### src/rtl/rppd_pkg.sv
package rppd_pkg;

   localparam int DEF_MAX_WIDTH = 4096;
   localparam int BYTE_W = 8;
   localparam int CH_NUM = 4;
   localparam int PIX_W = CH_NUM * BYTE_W;
   localparam int WIDTH_REG_W = 13;
   localparam int CSR_IDX_W = 1;

   localparam logic [CSR_IDX_W-1:0] CSR_IMAGE_WIDTH = 1'b0;
   localparam logic [CSR_IDX_W-1:0] CSR_PIXEL_FORMAT = 1'b1;

   localparam logic [WIDTH_REG_W-1:0] WIDTH_RESET = 13'd1;
   localparam logic FORMAT_RESET = 1'b1;

   typedef enum logic [1:0] {
      PRED_LEFT = 2'd0,
      PRED_ABOVE = 2'd1,
      PRED_AVERAGE = 2'd2
   } pred_type;

   typedef logic [CH_NUM-1:0][BYTE_W-1:0] pix_type;

   typedef struct packed {
      pred_type pred;
      logic col_zero;
      logic four_ch;
   } recon_ctrl_type;

endpackage

### src/rtl/rppd_recon.sv
module rppd_recon (
   input  rppd_pkg::recon_ctrl_type ctrl,
   input  rppd_pkg::pix_type resid,
   input  rppd_pkg::pix_type above,
   input  rppd_pkg::pix_type left,
   output rppd_pkg::pix_type pixel
);

   logic [rppd_pkg::CH_NUM-1:0][rppd_pkg::BYTE_W:0] sum;
   rppd_pkg::pix_type avg;
   rppd_pkg::pix_type value;

   always_comb begin
      for (int ch = 0; ch < rppd_pkg::CH_NUM; ch++) begin
         sum[ch] = {1'b0, above[ch]} + {1'b0, left[ch]};
         avg[ch] = sum[ch][rppd_pkg::BYTE_W:1];
         unique case (ctrl.pred)
            rppd_pkg::PRED_ABOVE: begin
               value[ch] = above[ch] - resid[ch];
            end
            rppd_pkg::PRED_LEFT: begin
               value[ch] = ctrl.col_zero ? resid[ch] : left[ch] - resid[ch];
            end
            rppd_pkg::PRED_AVERAGE: begin
               value[ch] = ctrl.col_zero ? resid[ch] : avg[ch] - resid[ch];
            end
            default: begin
               value[ch] = resid[ch];
            end
         endcase
      end
   end

   // Channel 3 is stored and shown as zero for three-channel pixels.
   always_comb begin
      pixel = value;
      if (!ctrl.four_ch) begin
         pixel[rppd_pkg::CH_NUM-1] = '0;
      end
   end

endmodule

### config.mk
export PLATFORM = sky130hd
export DESIGN_NAME = rppd_recon
export DESIGN_NICKNAME = d
export VERILOG_FILES = /design/src/rtl/rppd_pkg.sv /design/src/rtl/rppd_recon.sv
export SDC_FILE = /design/constraint.sdc
export NUM_CORES = 1
export LEC_CHECK = 0
export BUFFER_PORTS_ARGS = -buffer_cell sky130_fd_sc_hd__buf_2
export CORE_UTILIZATION = 55
export DETAILED_ROUTE_END_ITERATION = 7
export PLACE_DENSITY_LB_ADDON = 0.2
export SYNTH_ARGS = -nofsm -noshare
export SYNTH_HDL_FRONTEND = slang
export SYNTH_SLANG_ARGS = --single-unit
### constraint.sdc
create_clock -name vclk -period 7.61
set_input_delay 0.761 -clock vclk [all_inputs]
set_output_delay 0.761 -clock vclk [all_outputs]
set_load 0.01 [all_outputs]
==> results.json <==
{
  "cts_resized": 0,
  "total_power_mw": 0.6675,
  "die_h_um": 103.7,
  "port_buffers": 132,
  "syn-num-nets": 1028,
  "synth.distinct_cells": 54,
  "cts_setup_buffers": 0,
  "fmax_ghz": 0.2080,
  "first_pass_iters": 6,
  "drc": 0,
  "grt_pass1_vias": 5841,
  "power.density_nw_per_um2": 103.7,
  "antenna_found_initial": 0,
  "path_max_fanout": 4,
  "rsz0062_at_grt": "no",
  "via_per_inst": 6.019,
  "hold_viol_final": 0,
  "drt_iter0_drc": 310,
  "final_nets": 1141,
  "place_area_um2": 6434,
  "ir_drop_v": 0.00004562,
  "fin_crit_sh_pct": 63.18,
  "ys.warnings.count": 0,
  "seq_power_share_pct": 0,
  "regArea_um2": 0,
  "maxCapViolCount": 0,
  "routedWlPerCell_um": 15.78,
  "ys_seq_area_share_pct": 0,
  "cp-end-kind": "output port",
  "sw_frac_of_total_pct": 55.01,
  "finalSetupViolCount": 0,
  "coreArea_um2": 9910,
  "postCtsHoldBufs": 0,
  "grt_first_pass_wirelength_mm": 27.05,
  "num_io_pins": 132,
  "antennaDiodeCount": 0,
  "holdCritPathClass": "in2out",
  "dr_total_vias": 6284,
  "synthToLayoutAreaGrowth_pct": 13.16,
  "nClkBuffers": 0,
  "finish.utilization_pct": 64.92,
  "relSlewSlack_pct": 21.07,
  "fp-row-count": 36,
  "grt_use_total_pct": 29.45,
  "start_kind": "primary input",
  "required_ps": 6850,
  "dieWidth_um": 103.7,
  "hpwlAfterDp_mm": 13.42,
  "p_clk_share_pct": 0,
  "synth.avg_cell_area_um2": 7.107,
  "fp.dieArea_um2": 10750,
  "power.switching_mw": 0.3672,
  "setup_tns_ps": 0,
  "internal_power_mw": 0.3003,
  "maxSlewViolCount": 0,
  "tightest_slew_ps": 1182,
  "wl_mm": 16.48,
  "grt-ovfl-total": 0,
  "grt_max_degree": 45,
  "place_congestion": 0.8902,
  "finalCriticalPeriod_ps": 4808,
  "pwr-share-comb_pct": 100.0,
  "start_util_pct": 57.37,
  "cp_data_arrival_time_ps": 4050,
  "syn_inst": 800,
  "status": "completed",
  "design.seq.count": 0,
  "drive_gt1_share_pct": 15.37,
  "path_class": "in2out",
  "drtAntennaViolNets": 0,
  "synth.cell_area_um2": 5685,
  "power_leakage_nw": 3.033,
  "final_design_area_no_fill_um2": 6434
}
[routing by layer]
layer	routed length [um]	GRT usage, %
met5	0	0
met3	963	1.385
met2	8078	54.70
met4	131	3.265
met1	7302	38.53
[synth_stat cells, types with 5 or more instances]
cell type	n	share of area, %
o21a_1	36	4.8
a21oi_1	66	5.8
o211ai_1	13	1.7
o21bai_1	5	0.66
nor2_1	74	4.9
xnor2_1	46	7.1
o21ai_1	29	2.6
ha_1	112	25
o31a_1	9	1.4
nor3_1	25	2.2
clkbuf_1	17	1.1
o21ai_0	38	3.3
nand2_1	47	3.1
or4_1	12	1.6
nor2b_1	21	2.3
a21o_1	11	1.5
inv_1	55	3.6
a211oi_1	24	3.2
xor2_1	28	4.3
fa_1	16	5.6
o221ai_1	7	1.1
o22ai_1	23	2.5
nand2b_1	19	2.1
a21boi_1	5	0.66
[worst paths after layout]
| check | from | end | slack (ps) | cells past startpoint |
|---|---|---|---|---|
| worst max-delay path | above[8] | pixel[15] | 2800 | 17 |
| worst min-delay path | resid[6] | pixel[6] | 1840 | 3 |
[power groups by stage]
stage                     registers (mW)  logic, mW  clock network (mW)
after CTS                              0      0.662                   0
after floorplan                        0      0.492                   0
after detailed placement               0      0.657                   0
after global routing                   0      0.744                   0
final                                  0      0.667                   0
after global placement                 0      0.637                   0
[cells by family after synthesis]
kind of cell	Yosys count	synth area share (%)
xor+xnor	74	11.40
fa+ha+maj	128	30.28
buf+inv	81	5.480
compound gates	299	34.20
simple gates	216	18.29
mux	2	0.3521
[metrics by stage]
| step | cells | hold slack (ps) | setup slack, ps |
|---|---|---|---|
| 5_1_grt | 1044 | 1856 | 2540 |
| 3_5_place_dp | 1044 | 1840 | 2841 |
| 3_3_place_gp | 1044 | 1835 | 2885 |
| 2_1_floorplan | 800 | 1633 | 3256 |
| 6_report | 1044 | 1837 | 2802 |
| 4_1_cts | 1044 | 1841 | 2828 |
[placed cells by master (no fill, tap or decap), types with 9 or more instances in the layout]
cell type	n
nor3_1	25
a21oi_1	66
o22ai_1	23
inv_1	55
fa_1	16
xor2_1	28
buf_2	132
or4_1	12
nand2_1	47
o31a_1	9
o21ai_0	38
o211ai_1	13
ha_1	112
a211oi_1	24
o21a_1	36
xnor2_1	46
nor2_1	74
nand2b_1	19
o21ai_1	29
nor2b_1	21
a21o_1	11
[worst max-delay path: stages]
cell      delay [ps]
buf_2            110
inv_1             60
nor2_1            60
fa_1             400
a21oi_1          160
nor2_1            70
or3_1            290
nor2b_1          140
ha_1             310
o21a_1           130
o31a_1           140
or4_1            420
a31oi_1          210
xor2_1           110
o311a_1          360
o221ai_2         150
buf_2            180
[cell type report]
class / instances / area (um^2)
fill: 934 / 3476
inverter: 58 / 217.7
multi-input combinational: 719 / 5374
tap: 133 / 166.4
timing repair buffer: 134 / 675.6
No activity file was read; power rests on OpenSTA's default activity.
